==> config.mk <==
export PLATFORM = sky130hd
export DESIGN_NAME = pld3_div_cell
export DESIGN_NICKNAME = d
export VERILOG_FILES = /design/src/design/pld3_pkg.sv /design/src/design/pld3_div_cell.sv
export SDC_FILE = /design/constraint.sdc
export NUM_CORES = 1
export LEC_CHECK = 0
export ABC_AREA = 1
export BUFFER_PORTS_ARGS = -buffer_cell sky130_fd_sc_hd__buf_2
export CAP_MARGIN = 20
export CORE_MARGIN = 1
export CORE_UTILIZATION = 40
export DETAILED_ROUTE_END_ITERATION = 10
export GPL_ROUTABILITY_DRIVEN = 0
export MAX_ROUTING_LAYER = met4
export PLACE_DENSITY = 0.69
export SLEW_MARGIN = 20
export SYNTH_ARGS = -nofsm -noshare
export SYNTH_HDL_FRONTEND = slang
export SYNTH_SLANG_ARGS = --single-unit
==> constraint.sdc <==
create_clock -name clock -period 2.29 [get_ports clock]
set_input_delay 0.5725 -clock clock [delete_from_list [all_inputs] [get_ports clock]]
set_output_delay 0.5725 -clock clock [all_outputs]
set_load 0.1 [all_outputs]
==> src/design/pld3_pkg.sv <==
// Shared types and constants for the point-to-line distance core.
// Used by every module of the core; has no dependencies.
`timescale 1ns / 1ps
`default_nettype none
package pld3_pkg;
   localparam int COORD_WIDTH = 16;
   localparam int FRAC_BITS   = 8;
   localparam int DIST_WIDTH  = 25;
   localparam int DIFF_W      = COORD_WIDTH + 1;
   localparam int PROD_W      = 2 * DIFF_W;
   localparam int CROSS_W     = PROD_W + 1;
   localparam int MAG_W       = PROD_W;
   localparam int SQ_W        = 2 * MAG_W;
   localparam int SUM_W       = SQ_W + 2;
   localparam int NUM_W       = SUM_W + 2 * FRAC_BITS;
   localparam int Q_W         = 2 * DIST_WIDTH;
   localparam int TOP_W       = NUM_W - Q_W;
   localparam int LEN_W       = PROD_W;
   localparam int ROOT_W      = DIST_WIDTH;
   localparam int REM_W       = DIST_WIDTH + 2;
   localparam int DIV_CELLS   = Q_W;
   localparam int SQRT_CELLS  = DIST_WIDTH;

   typedef struct packed {
      logic signed [COORD_WIDTH-1:0] point_x;
      logic signed [COORD_WIDTH-1:0] point_y;
      logic signed [COORD_WIDTH-1:0] point_z;
      logic signed [COORD_WIDTH-1:0] start_x;
      logic signed [COORD_WIDTH-1:0] start_y;
      logic signed [COORD_WIDTH-1:0] start_z;
      logic signed [COORD_WIDTH-1:0] end_x;
      logic signed [COORD_WIDTH-1:0] end_y;
      logic signed [COORD_WIDTH-1:0] end_z;
   } req_type;

   typedef struct packed {
      logic [DIST_WIDTH-1:0] distance;
      logic                  degenerate;
   } rsp_type;

   typedef struct packed {
      logic valid;
      logic degenerate;
      logic saturate;
   } ctrl_type;
endpackage
`default_nettype wire

==> src/design/pld3_div_cell.sv <==
// One restoring-division cell: produces one quotient bit per request.
// Depends on pld3_pkg.
`timescale 1ns / 1ps
`default_nettype none
module pld3_div_cell (
   input  wire logic                      clock,
   input  wire logic                      reset,
   input  wire pld3_pkg::ctrl_type        ctrl_in,
   input  wire logic [pld3_pkg::LEN_W-1:0] rem_in,
   input  wire logic [pld3_pkg::Q_W-1:0]   word_in,
   input  wire logic [pld3_pkg::LEN_W-1:0] len_in,
   output pld3_pkg::ctrl_type             ctrl_out,
   output logic [pld3_pkg::LEN_W-1:0]     rem_out,
   output logic [pld3_pkg::Q_W-1:0]       word_out,
   output logic [pld3_pkg::LEN_W-1:0]     len_out
);
   localparam int LW = pld3_pkg::LEN_W;
   localparam int QW = pld3_pkg::Q_W;

   logic                 valid_ff;
   pld3_pkg::ctrl_type   ctrl_ff;
   logic [LW-1:0]        rem_ff, len_ff;
   logic [QW-1:0]        word_ff;
   logic [LW:0]          trial_in, diff_in;
   logic                 ge_in;

   always_comb begin
      trial_in = {rem_in, word_in[QW-1]};
      ge_in    = (trial_in >= {1'b0, len_in});
      diff_in  = ge_in ? trial_in - {1'b0, len_in} : trial_in;
   end

   always_ff @(posedge clock) begin
      if (reset) valid_ff <= 1'b0;
      else       valid_ff <= ctrl_in.valid;
   end

   always_ff @(posedge clock) begin
      ctrl_ff <= ctrl_in;
      rem_ff  <= diff_in[LW-1:0];
      word_ff <= {word_in[QW-2:0], ge_in};
      len_ff  <= len_in;
   end

   assign ctrl_out = '{valid: valid_ff, degenerate: ctrl_ff.degenerate,
                       saturate: ctrl_ff.saturate};
   assign rem_out  = rem_ff;
   assign word_out = word_ff;
   assign len_out  = len_ff;
endmodule
`default_nettype wire

==> impl_metrics.yaml <==
global_routing:
  met1_usage_pct: 27.6
  grt.total_usage_pct: 23.9
  use_met2_pct: 39.0
  grt_max_degree: 17
  grt_pass1_vias: 5513
  grt_pass1_wl_mm: 26.0
  grt.busiest_layer: "met2"
  overflow: 0
  antenna_found_initial: 1
  use_met3_pct: 6.58
detailed_routing:
  wire_per_inst_um: 12.5
  drc_errors: 0
  wl_mm: 16.3
  firstDrtPassIters: 4
  detail-route-antenna-nets: 0
  num_vias: 5688
  drtIter0Drc: 245
  vias_per_cell: 4.36
floorplanning:
  die_area_sq_um: 14600
  rows: 43
  start_util_pct: 41.0
  die_h_um: 121
  pin_count: 244
  die_w_um: 121
  coreArea_sq_um: 13800
critical_path:
  cp-end-kind: "register"
  worst_path_most_repeated_cell: "nand2_1"
  crit_chain: "buf_2 -> inv_1 -> ha_1 -> nand2_1 -> inv_1 -> a21oi_1 -> nand2_1 -> a21oi_2 -> nand2_2 -> nand2_4 -> nand2_8 -> buf_4 -> nand3_1 -> nand2_1"
  crit_slowest_cell: "ha_1"
  worstSetupPathType: "input pin to register"
  critPathArrivalTime_ns: 2.39
  crit_required_ns: 2.60
  cp_num_buf_inv: 4
  slowest_delay_ns: 0.33
  startpoint_type: "input pin"
  crit_path_max_fanout: 9
  path_delay_family: "simple AND/OR/NAND/NOR gates"
synth:
  yosysUniqueCellTypes: 31
  netlist_area_sq_um: 5660
  syn_nets: 923
  synthArstFlopShare_pct: 0
  yosys_warnings: 0
  synth_top_area_cell: "dfxtp_1"
  synth_common_cells: "254 x nand2_1, 130 x inv_1, 121 x dfxtp_1"
  synth_area_leaders: "dfxtp_1 43%, nand2_1 17%, inv_1 8.6%"
  yosysMostFrequentCell: "nand2_1"
  synth_edf_count: 0
  synth_flop_cell: "dfxtp_1"
  synth.ff_latch_count: 121
  netlist.area_leader.share_pct: 42.8
  yosysSeqAreaShare_pct: 42.8
  syn_inst: 765
  synth_area_per_cell_sq_um: 7.40
place:
  place_ws_ns: -0.221
  dp_hpwl_mm: 13.3
  portBuffers: 243
  place_area_sq_um: 7740
clock_network:
  cts_root_buf: "clkbuf_16"
  tritoncts: "yes"
  path_clk_slew_ns: 0.06
  postCtsHoldBufs: 0
  htreeDepth: 4
  ctsResizeCount: 0
  numCtsBuffers: 17
  postCtsSetupRepairBufs: 0
  cts_num_sinks: 121
  clk_path_buf_depth: 2
sta:
  finalHoldViolCount: 0
  fmax_mhz: 481
  fin_crit_ns: 2.08
  rsz0062_at_grt: "no"
  finalCritPeriodShare_pct: 90.7
  maxSlewViolCount: 0
  fin_setup_tns_ns: 0
  setup_viol: 0
  max_slew_margin_pct: 66.2
  worst_pin_slew_ns: 0.511
  layout_setup_ws_ns: 0.212
pwr:
  vdd_drop_max_mv: 0.532
  power_density_nw_per_um2: 952
  leakage_nw: 4.80
  totalPowerFinal_mw: 7.95
status:
  outcome: "finished clean"
worst_hold_path:
  hold_path.class: "input pin to register"
  min-delay-start: "word_in[8]"
  hold_path_depth: 1
  worstHoldEndpoint: "word_out[9]"
run:
  maxCapViolCount: 0
final_layout:
  nets: 1270
  syn_to_final_growth_pct: 47.5
  fin_area_sq_um: 8350
  drive_above_1_share_pct: 37.5
area by class of cell:
class | count | area, sq um
fillers | 1316 | 5480
multi-input cells | 503 | 2630
flip-flops and latches | 121 | 2420
repair buffers | 335 | 1960
inverters | 134 | 510
clock buffers | 21 | 470
well taps | 180 | 225
clock inverters | 11 | 135
diodes | 1 | 2.50
flip-flops by register name, indices dropped and copies added, names as in the netlist:
register,count
ctrl_out,2
len_out,34
rem_out,34
valid_ff,1
word_out,50
report_power, final:
group	total [mW]	internal, mW	switching (mW)	leakage [nW]
clock	2.71	1.70	1.00	0.287
sequential	2.36	2.31	0.0490	1.02
combinational	2.88	0.672	2.21	3.50
total	7.95	4.69	3.26	4.80
worst max-delay path by stage:
stage             endpoint   startpoint  cells after the start
2_1_floorplan  rem_out[20]  word_in[49]                     14
3_3_place_gp   rem_out[29]   rem_in[24]                     13
3_5_place_dp   rem_out[29]   len_in[25]                     14
4_1_cts        rem_out[29]   len_in[25]                     14
5_1_grt        rem_out[28]  word_in[49]                     16
6_report       rem_out[29]   len_in[25]                     14
cells by family after synthesis:
kind of cell | Yosys count | share of synthesized area [%]
and+or+nand+nor | 408 | 31.8
buffers and inverters | 141 | 10.8
DFF | 121 | 42.8
AOI/OAI and AO/OA | 42 | 3.98
adders and majority gates | 35 | 7.87
xor gates and xnor gates | 18 | 2.78
per-stage QoR:
step                      instances  utilization, %  hold slack (ns)
final                          1306            60.4            0.249
after global routing           1306            60.4            0.226
after CTS                      1305            60.4            0.232
after detailed placement       1273            56.0            0.676
after global placement         1273            56.0            0.675
after floorplan                 765               -            0.600
cell usage in the layout (no fill, tap or decap), types with 7 or more instances in the layout:
cell type / count
nand2_1: 254
buf_2: 243
inv_1: 130
dfxtp_1: 121
buf_4: 88
nor2_1: 52
nand2_2: 36
nand3_1: 36
ha_1: 34
a21oi_1: 25
clkbuf_16: 17
xor2_1: 15
o21ai_0: 12
nand3b_1: 7
routing by layer:
| metal | part of all wire [%] | vias up | routed length [um] |
|---|---|---|---|
| met5 | 0 | - | 0 |
| met4 | 2.6 | 0 | 420 |
| met3 | 7.3 | 33 | 1180 |
| met2 | 46 | 197 | 7550 |
| met1 | 44 | 2446 | 7110 |
| li1 | - | 3012 | - |
Power figures use the tool's default switching activity.
