<file path="config.mk">
export PLATFORM = sky130hd
export DESIGN_NAME = pld3_sqrt_cell
export DESIGN_NICKNAME = d
export VERILOG_FILES = /design/src/design/pld3_pkg.sv /design/src/design/pld3_sqrt_cell.sv
export SDC_FILE = /design/constraint.sdc
export NUM_CORES = 1
export LEC_CHECK = 0
export BUFFER_PORTS_ARGS = -buffer_cell sky130_fd_sc_hd__buf_2
export CAP_MARGIN = 15
export CORE_AREA = 2 2 95 97
export CTS_CLUSTER_DIAMETER = 150
export DETAILED_ROUTE_END_ITERATION = 16
export DIE_AREA = 0 0 97 99
export GPL_TIMING_DRIVEN = 1
export PLACE_DENSITY = 0.8
export SLEW_MARGIN = 10
export SYNTH_ARGS = -nofsm -noshare
export SYNTH_HDL_FRONTEND = slang
export SYNTH_SLANG_ARGS = --single-unit
</file>
<file path="constraint.sdc">
create_clock -name clock -period 7.8 [get_ports clock]
set_input_delay 1.17 -clock clock [delete_from_list [all_inputs] [get_ports clock]]
set_output_delay 1.17 -clock clock [all_outputs]
set_load 0.005 [all_outputs]
</file>
<file path="src/design/pld3_pkg.sv">
// Shared types and constants for the point-to-line distance core.
// Used by every module of the core; has no dependencies.
`timescale 1ns / 1ps
`default_nettype none
package pld3_pkg;
   localparam int COORD_WIDTH = 16;
   localparam int FRAC_BITS   = 8;
   localparam int DIST_WIDTH  = 25;
   localparam int DIFF_W      = COORD_WIDTH + 1;
   localparam int PROD_W      = 2 * DIFF_W;
   localparam int CROSS_W     = PROD_W + 1;
   localparam int MAG_W       = PROD_W;
   localparam int SQ_W        = 2 * MAG_W;
   localparam int SUM_W       = SQ_W + 2;
   localparam int NUM_W       = SUM_W + 2 * FRAC_BITS;
   localparam int Q_W         = 2 * DIST_WIDTH;
   localparam int TOP_W       = NUM_W - Q_W;
   localparam int LEN_W       = PROD_W;
   localparam int ROOT_W      = DIST_WIDTH;
   localparam int REM_W       = DIST_WIDTH + 2;
   localparam int DIV_CELLS   = Q_W;
   localparam int SQRT_CELLS  = DIST_WIDTH;

   typedef struct packed {
      logic signed [COORD_WIDTH-1:0] point_x;
      logic signed [COORD_WIDTH-1:0] point_y;
      logic signed [COORD_WIDTH-1:0] point_z;
      logic signed [COORD_WIDTH-1:0] start_x;
      logic signed [COORD_WIDTH-1:0] start_y;
      logic signed [COORD_WIDTH-1:0] start_z;
      logic signed [COORD_WIDTH-1:0] end_x;
      logic signed [COORD_WIDTH-1:0] end_y;
      logic signed [COORD_WIDTH-1:0] end_z;
   } req_type;

   typedef struct packed {
      logic [DIST_WIDTH-1:0] distance;
      logic                  degenerate;
   } rsp_type;

   typedef struct packed {
      logic valid;
      logic degenerate;
      logic saturate;
   } ctrl_type;
endpackage
`default_nettype wire

</file>
<file path="src/design/pld3_sqrt_cell.sv">
// One integer square-root cell: produces one root bit per request.
// Depends on pld3_pkg.
`timescale 1ns / 1ps
`default_nettype none
module pld3_sqrt_cell (
   input  wire logic                       clock,
   input  wire logic                       reset,
   input  wire pld3_pkg::ctrl_type         ctrl_in,
   input  wire logic [pld3_pkg::REM_W-1:0]  rem_in,
   input  wire logic [pld3_pkg::ROOT_W-1:0] root_in,
   input  wire logic [pld3_pkg::Q_W-1:0]    word_in,
   output pld3_pkg::ctrl_type              ctrl_out,
   output logic [pld3_pkg::REM_W-1:0]      rem_out,
   output logic [pld3_pkg::ROOT_W-1:0]     root_out,
   output logic [pld3_pkg::Q_W-1:0]        word_out
);
   localparam int RW = pld3_pkg::REM_W;
   localparam int OW = pld3_pkg::ROOT_W;
   localparam int QW = pld3_pkg::Q_W;

   logic               valid_ff;
   pld3_pkg::ctrl_type ctrl_ff;
   logic [RW-1:0]      rem_ff;
   logic [OW-1:0]      root_ff;
   logic [QW-1:0]      word_ff;
   logic [RW+1:0]      shifted_in, trial_in, diff_in;
   logic               ge_in;

   always_comb begin
      shifted_in = {rem_in, word_in[QW-1:QW-2]};
      trial_in   = (RW + 2)'({root_in, 2'b01});
      ge_in      = (shifted_in >= trial_in);
      diff_in    = ge_in ? shifted_in - trial_in : shifted_in;
   end

   always_ff @(posedge clock) begin
      if (reset) valid_ff <= 1'b0;
      else       valid_ff <= ctrl_in.valid;
   end

   always_ff @(posedge clock) begin
      ctrl_ff <= ctrl_in;
      rem_ff  <= diff_in[RW-1:0];
      root_ff <= {root_in[OW-2:0], ge_in};
      word_ff <= {word_in[QW-3:0], 2'b00};
   end

   assign ctrl_out = '{valid: valid_ff, degenerate: ctrl_ff.degenerate,
                       saturate: ctrl_ff.saturate};
   assign rem_out  = rem_ff;
   assign root_out = root_ff;
   assign word_out = word_ff;
endmodule
`default_nettype wire

</file>
==> results.md, run 1 <==
- Run status: completed
- Number of distinct library cells after synthesis: 53
- Transition time at the pin with the least slew margin: 700 ps
- Antenna cell count: 0
- Terminating pin of the worst hold path: word_out[9]
- Number of levels the H-tree was split into: 3
- Placer congestion estimate: 0.883
- Count of endpoints failing setup in the final report: 0
- Site row count: 34
- Number of slew-limit violations in the final report: 0
- Synth-to-Final Area Change: 32.1%
- Average cell area after synthesis: 11.0 um2
- Average wire per standard cell: 15.2 um
- Pwr/cell area: 228 mW/mm2
- Number of antenna violations at the first check in global routing: 0
- Share of synthesized registers carrying an async set or reset: 0%
- Fraction of layout instances using a drive strength above 1: 44.6%
- Synthesized instance count: 368
- Initial detailed-routing violation count: 133
- Yosys warnings: 0
- Total clock buffers created by CTS: 9
- Max Fanout on Critical Path: 15
- Iteration count of the initial detailed-routing pass: 4
- Share of Yosys cell area claimed by the top area cell type: 50.9%
- DPL Wire Length: 8410 um
- Share of the core filled with cells: 62.6%
- Post-layout nets: 710
- Maximum buffer depth of the clock tree: 2
- DRC violations left: 0
- Area of the mapped netlist: 0.00405 mm2
- Yosys top cell by area: sky130_fd_sc_hd__dfxtp_1
- Horizontal extent of the die: 97 um
- Largest net degree at the start of global routing: 21
- Congestion Overflow GR: 0
- Count of pins on the block boundary: 212
- Cell count of the worst hold path: 1
- GR Util All Layers: 20.9%
- Shortest clock period the worst path allows after layout: 4270 ps
- Post-synth EDFFs: 0
- Leakage dissipation: 0.00279 uW
- Period utilisation layout: 54.7%
- Die Footprint: 0.00960 mm2
- Detail-routed via count per cell: 4.91
- Source of the worst hold timing path: word_in[7]
- Worst ir drop on vdd: 0.0920 mV
- CTS tree: yes
- DR vias: 3381
- Starting density of the core: 47.4%
- Post-route setup TNS: 0 ps
- Count of maximum capacitance violations: 0
- Startpoint type of the worst setup path: input pin
- Clk pin slew, worst setup/hold paths: 120 ps
- Via count of the first global-routing pass: 3213
- Hold WC Path Type: input pin to register
- Count of buffers inserted at the top-level ports: 209
- Routed WL: 10400 um
- Max transition margin: 53.3%
- Unrepaired setup endpoints after global routing: false
- Setup repair bufs after CTS: 0
- Number of hold-slack violations in the final timing report: 0
- Core ar.: 0.00855 mm2
- Synth area leaders: sky130_fd_sc_hd__dfxtp_1, sky130_fd_sc_hd__ha_1, sky130_fd_sc_hd__mux2_4, sky130_fd_sc_hd__inv_1, sky130_fd_sc_hd__xnor2_1
- CP Capture Type: register
- Master cell of the clock root buffer: sky130_fd_sc_hd__clkbuf_8
- Share of the yosys chip area belonging to registers: 50.9%
- CTS Hold Buffers Added: 0
- Fillers: 731
- Critical path data arrival time: 4540 ps
- Peak clock frequency supported by timing: 234 MHz
- Crit path kind: input pin to register
- Most instantiated flip-flop cell in the synthesis netlist: sky130_fd_sc_hd__dfxtp_1
- Count of cells resized by post-cts repair: 0
- Final ANT Viol Nets: 0
- Die height: 99 um
- Number of flip-flops and latches in the synthesized netlist: 103
- Sink count of the clock tree: 103
- Worst EP required: 8070 ps
- Wire length of the first global-routing pass: 16000 um
-- per-stage QoR --
step           power [uW]  area (um2)  setup slack [ps]  hold WS (ps)  std cells
2_1_floorplan         763        4060              4090          1200        369
3_3_place_gp          865        5130              3330          1270        673
3_5_place_dp          871        5130              3150          1270        673
4_1_cts              1230        5350              3550           878        689
5_1_grt              1280        5350              3350           868        689
6_report             1220        5350              3530           886        689
-- layer usage --
metal | GRT usage [%] | share of wire (%) | vias to the layer above
met1 | 25.2 | 42 | 1535
li1 | - | - | 1677
met5 | 0 | 0 | -
met3 | 6.10 | 7.2 | 16
met4 | 8.13 | 1.7 | 0
met2 | 35.5 | 49 | 153
-- sequential cells by signal, summed over array words and instances, names as in the netlist --
register and count:
word_out 48, rem_out 27, root_out 25, ctrl_out 2, valid_ff 1
-- synthesized netlist by cell type, types with 3 or more instances --
cell type	count
sky130_fd_sc_hd__mux2i_1	3
sky130_fd_sc_hd__a21o_1	7
sky130_fd_sc_hd__xnor2_1	17
sky130_fd_sc_hd__nor2_1	13
sky130_fd_sc_hd__inv_1	40
sky130_fd_sc_hd__o221ai_1	3
sky130_fd_sc_hd__mux2_2	8
sky130_fd_sc_hd__dfxtp_1	103
sky130_fd_sc_hd__o21a_1	3
sky130_fd_sc_hd__nand2b_1	4
sky130_fd_sc_hd__clkbuf_1	5
sky130_fd_sc_hd__nand2_1	12
sky130_fd_sc_hd__o21ai_1	4
sky130_fd_sc_hd__mux2_4	15
sky130_fd_sc_hd__xor2_1	8
sky130_fd_sc_hd__buf_4	3
sky130_fd_sc_hd__ha_1	27
sky130_fd_sc_hd__a211oi_1	3
sky130_fd_sc_hd__o21bai_1	5
sky130_fd_sc_hd__nand3_1	3
sky130_fd_sc_hd__a31oi_1	3
sky130_fd_sc_hd__nor3_1	3
sky130_fd_sc_hd__a21oi_1	24
sky130_fd_sc_hd__nand4_1	9
sky130_fd_sc_hd__o21ai_0	6
-- worst max path at each step --
stage | slack (ps) | to | start | cells after the start
finish | 3530 | rem_out[26] | root_in[0] | 12
detailed placement | 3150 | rem_out[26] | root_in[0] | 12
floorplan | 4090 | rem_out[10] | root_in[14] | 12
global placement | 3330 | rem_out[26] | root_in[0] | 12
CTS | 3550 | rem_out[26] | root_in[0] | 12
global route | 3350 | rem_out[26] | root_in[2] | 12
-- layout by cell type, fill, tap and decap left out, drive strengths merged, types with 5 or more instances in the layout --
cell,n
buf,210
dfxtp,103
inv,44
ha,27
a21oi,26
mux2,23
xnor2,17
nor2,13
nand2,12
o21ai,10
nand4,9
clkbuf,9
xor2,8
a21o,7
o21bai,5
-- cell type report --
class	instances	area, um2	share of cell area [%]
flip-flops and latches	103	2060	38.5
multi-input cells	212	1730	32.3
repair buffers	210	1050	19.7
inverters	40	150	2.80
well taps	108	135	2.52
clock buffers	9	124	2.31
clock inverters	7	97.6	1.82
-- power breakdown --
group / leakage [uW] / total, uW / switching [uW] / internal [uW]
Clock: 0.000111 / 364 / 206 / 159
Combinational: 0.00181 / 268 / 128 / 140
Sequential: 0.000869 / 591 / 12.4 / 578
Total: 0.00279 / 1220 / 346 / 877
-- kinds of logic (layout without fill, tap and decap cells) --
logic type	after synthesis	after routing	synth area share, %
AO/OA/AOI/OAI	77	77	13.2
flip-flops	103	103	50.9
AND/OR/NAND/NOR	55	55	7.10
buffers and inverters	54	266	6.51
XOR/XNOR	25	25	5.40
other	1	2	0.0925
adder cells (fa/ha/maj)	27	27	8.33
multiplexers	26	26	8.52
-- critical path, cell delays in order --
cell and delay, ps:
sky130_fd_sc_hd__buf_2 80, sky130_fd_sc_hd__inv_1 40, sky130_fd_sc_hd__ha_1 330, sky130_fd_sc_hd__o21ai_1 130
sky130_fd_sc_hd__a22oi_1 330, sky130_fd_sc_hd__a21oi_2 140, sky130_fd_sc_hd__o31ai_2 350, sky130_fd_sc_hd__a41oi_2 200
sky130_fd_sc_hd__o31ai_1 320, sky130_fd_sc_hd__a2111o_1 660, sky130_fd_sc_hd__buf_4 400, sky130_fd_sc_hd__mux2_2 360
(Power assumes the default switching activity.)
==> inputs of run 2 (changes only) <==
CORE_AREA = 2 2 98 100   (was 2 2 95 97)
DIE_AREA = 0 0 100 102   (was 0 0 97 99)
PLACE_DENSITY = 0.76   (was 0.8)
clock period = 3.99 ns   (was 7.8 ns; I/O delays follow)
==> results.md, run 2 (synthesized netlist as in run 1, its figures left out) <==
- Synth-to-Final Area Change: 31.9%
- Clk pin slew, worst setup/hold paths: 100 ps
- Initial detailed-routing violation count: 123
- DRC violations left: 0
- Antenna cell count: 0
- Share of the core filled with cells: 58.7%
- Post-layout nets: 711
- Period utilisation layout: 78.4%
- Leakage dissipation: 0.00279 uW
- Via count of the first global-routing pass: 3359
- Wire length of the first global-routing pass: 16000 um
- Count of maximum capacitance violations: 0
- Unrepaired setup endpoints after global routing: false
- Most common cell after layout, fill and taps aside: sky130_fd_sc_hd__buf_2
- Peak clock frequency supported by timing: 320 MHz
- Switching portion of total power: 27.6%
- Count of pins on the block boundary: 212
- Worst EP required: 4260 ps
- Iteration count of the initial detailed-routing pass: 4
- Post-route worst setup slack: 863 ps
- Master cell of the clock root buffer: sky130_fd_sc_hd__clkbuf_8
- Site row count: 35
- Worst ir drop on vdd: 0.171 mV
- Final ANT Viol Nets: 0
- Cells along the critical path: buf_2, inv_1, ha_1, o21ai_1, a22oi_1, a21oi_2, o31ai_2, a41oi_2, o31ai_1, a2111o_1, buf_4, mux2_2
- Power spent charging and discharging nets: 650 uW
- Number of levels the H-tree was split into: 3
- Pwr/cell area: 441 mW/mm2
- Detail-routed via count per cell: 4.85
- Congestion Overflow GR: 0
- Clock Power Share: 28.7%
- CTS Hold Buffers Added: 0
- Pre-CTS setup slack: 502 ps
- Starting density of the core: 44.5%
- DPL Wire Length: 8520 um
- CP Capture Type: register
- Average wire per standard cell: 15.2 um
- Startpoint type of the worst setup path: input pin
- Maximum buffer depth of the clock tree: 2
- Shortest clock period the worst path allows after layout: 3130 ps
- Max transition margin: 62.8%
- Count of endpoints failing setup in the final report: 0
- Post-route setup TNS: 0 ps
- Hold WC Path Type: input pin to register
- Power Internal: 1710 uW
- Number of hold-slack violations in the final timing report: 0
- Sink count of the clock tree: 103
- Routed WL: 10500 um
- Fillers: 798
- Commonest cells after routing, fill and taps aside: sky130_fd_sc_hd__buf_2, sky130_fd_sc_hd__dfxtp_1, sky130_fd_sc_hd__inv_1
- Largest net degree at the start of global routing: 19
- Transition time at the pin with the least slew margin: 550 ps
- Die Footprint: 0.0102 mm2
- GR Util All Layers: 20.0%
- Horizontal extent of the die: 100 um
- Core ar.: 0.00911 mm2
- Total clock buffers created by CTS: 9
- Number of antenna violations at the first check in global routing: 0
- Count of cells resized by post-cts repair: 0
- Setup repair bufs after CTS: 0
- Placer congestion estimate: 0.906
- Run status: completed
- Fraction of layout instances using a drive strength above 1: 44.5%
- Total power: 2360 uW
- CTS tree: yes
- Number of slew-limit violations in the final report: 0
- Max Fanout on Critical Path: 14
- DR vias: 3360
- Die height: 102 um
- Crit path kind: input pin to register
- Relative contribution of sequential cells to total power: 49.0%
- Count of buffers inserted at the top-level ports: 209
- Critical Path Slowest Stage Cell: sky130_fd_sc_hd__mux2_2
- Biggest cell delay along the critical path: 370 ps
- Critical path data arrival time: 3400 ps
- Power share of the combinational group: 22.3%
- Largest register FFs: 48
==> run 2: cell types whose count changed in the layout (fill, tap and decap cells not counted) <==
cell,previous run,this run
sky130_fd_sc_hd__clkinv_4,0,1
sky130_fd_sc_hd__clkinv_8,2,0
sky130_fd_sc_hd__buf_4,1,2
sky130_fd_sc_hd__inv_6,4,2
sky130_fd_sc_hd__clkinvlp_4,0,1
sky130_fd_sc_hd__inv_8,0,1
sky130_fd_sc_hd__clkbuf_1,0,1
==> run 2: cell type report <==
cell class / count / area [um2] / share of cell area [%]
well taps: 111 / 139 / 2.60
repair buffers: 211 / 1060 / 19.8
inverters: 40 / 150 / 2.81
clock inverters: 6 / 75.1 / 1.40
multi-input cells: 212 / 1730 / 32.4
flip-flops and latches: 103 / 2060 / 38.6
clock buffers: 10 / 128 / 2.39
==> run 2: path summary, 6_finish.rpt <==
check,startpoint,endpoint,cells past startpoint
max,root_in[0],rem_out[26],12
min,word_in[26],word_out[28],1
==> run 2: worst max-delay path: cells and delay by family <==
| kind | cells | cell delay [ps] |
|---|---|---|
| compound gates | 7 | 1700 |
| buf+inv | 3 | 380 |
| mux | 1 | 370 |
| fa+ha+maj | 1 | 330 |
==> run 2: per-layer routing <==
| metal | track usage (%) | up-vias | share of wire (%) |
|---|---|---|---|
| li1 | - | 1676 | - |
| met1 | 21.4 | 1512 | 39 |
| met5 | 0 | - | 0 |
| met3 | 7.32 | 23 | 9.4 |
| met4 | 7.59 | 0 | 2.4 |
| met2 | 36.2 | 149 | 49 |
==> run 2: per-stage QoR <==
| step | area [um2] | hold slack (ps) | cells |
|---|---|---|---|
| floorplan | 4060 | 626 | 369 |
| global placement | 5140 | 701 | 677 |
| detailed placement | 5140 | 702 | 677 |
| CTS | 5350 | 312 | 693 |
| global route | 5350 | 296 | 693 |
| finish | 5350 | 324 | 693 |
==> run 2: power by group through the flow <==
stage | logic (uW) | registers (uW) | clock network [uW]
2_1_floorplan | 297 | 1200 | 0
3_3_place_gp | 512 | 1180 | 0
3_5_place_dp | 525 | 1180 | 0
4_1_cts | 528 | 1160 | 697
5_1_grt | 577 | 1170 | 741
6_report | 525 | 1150 | 676
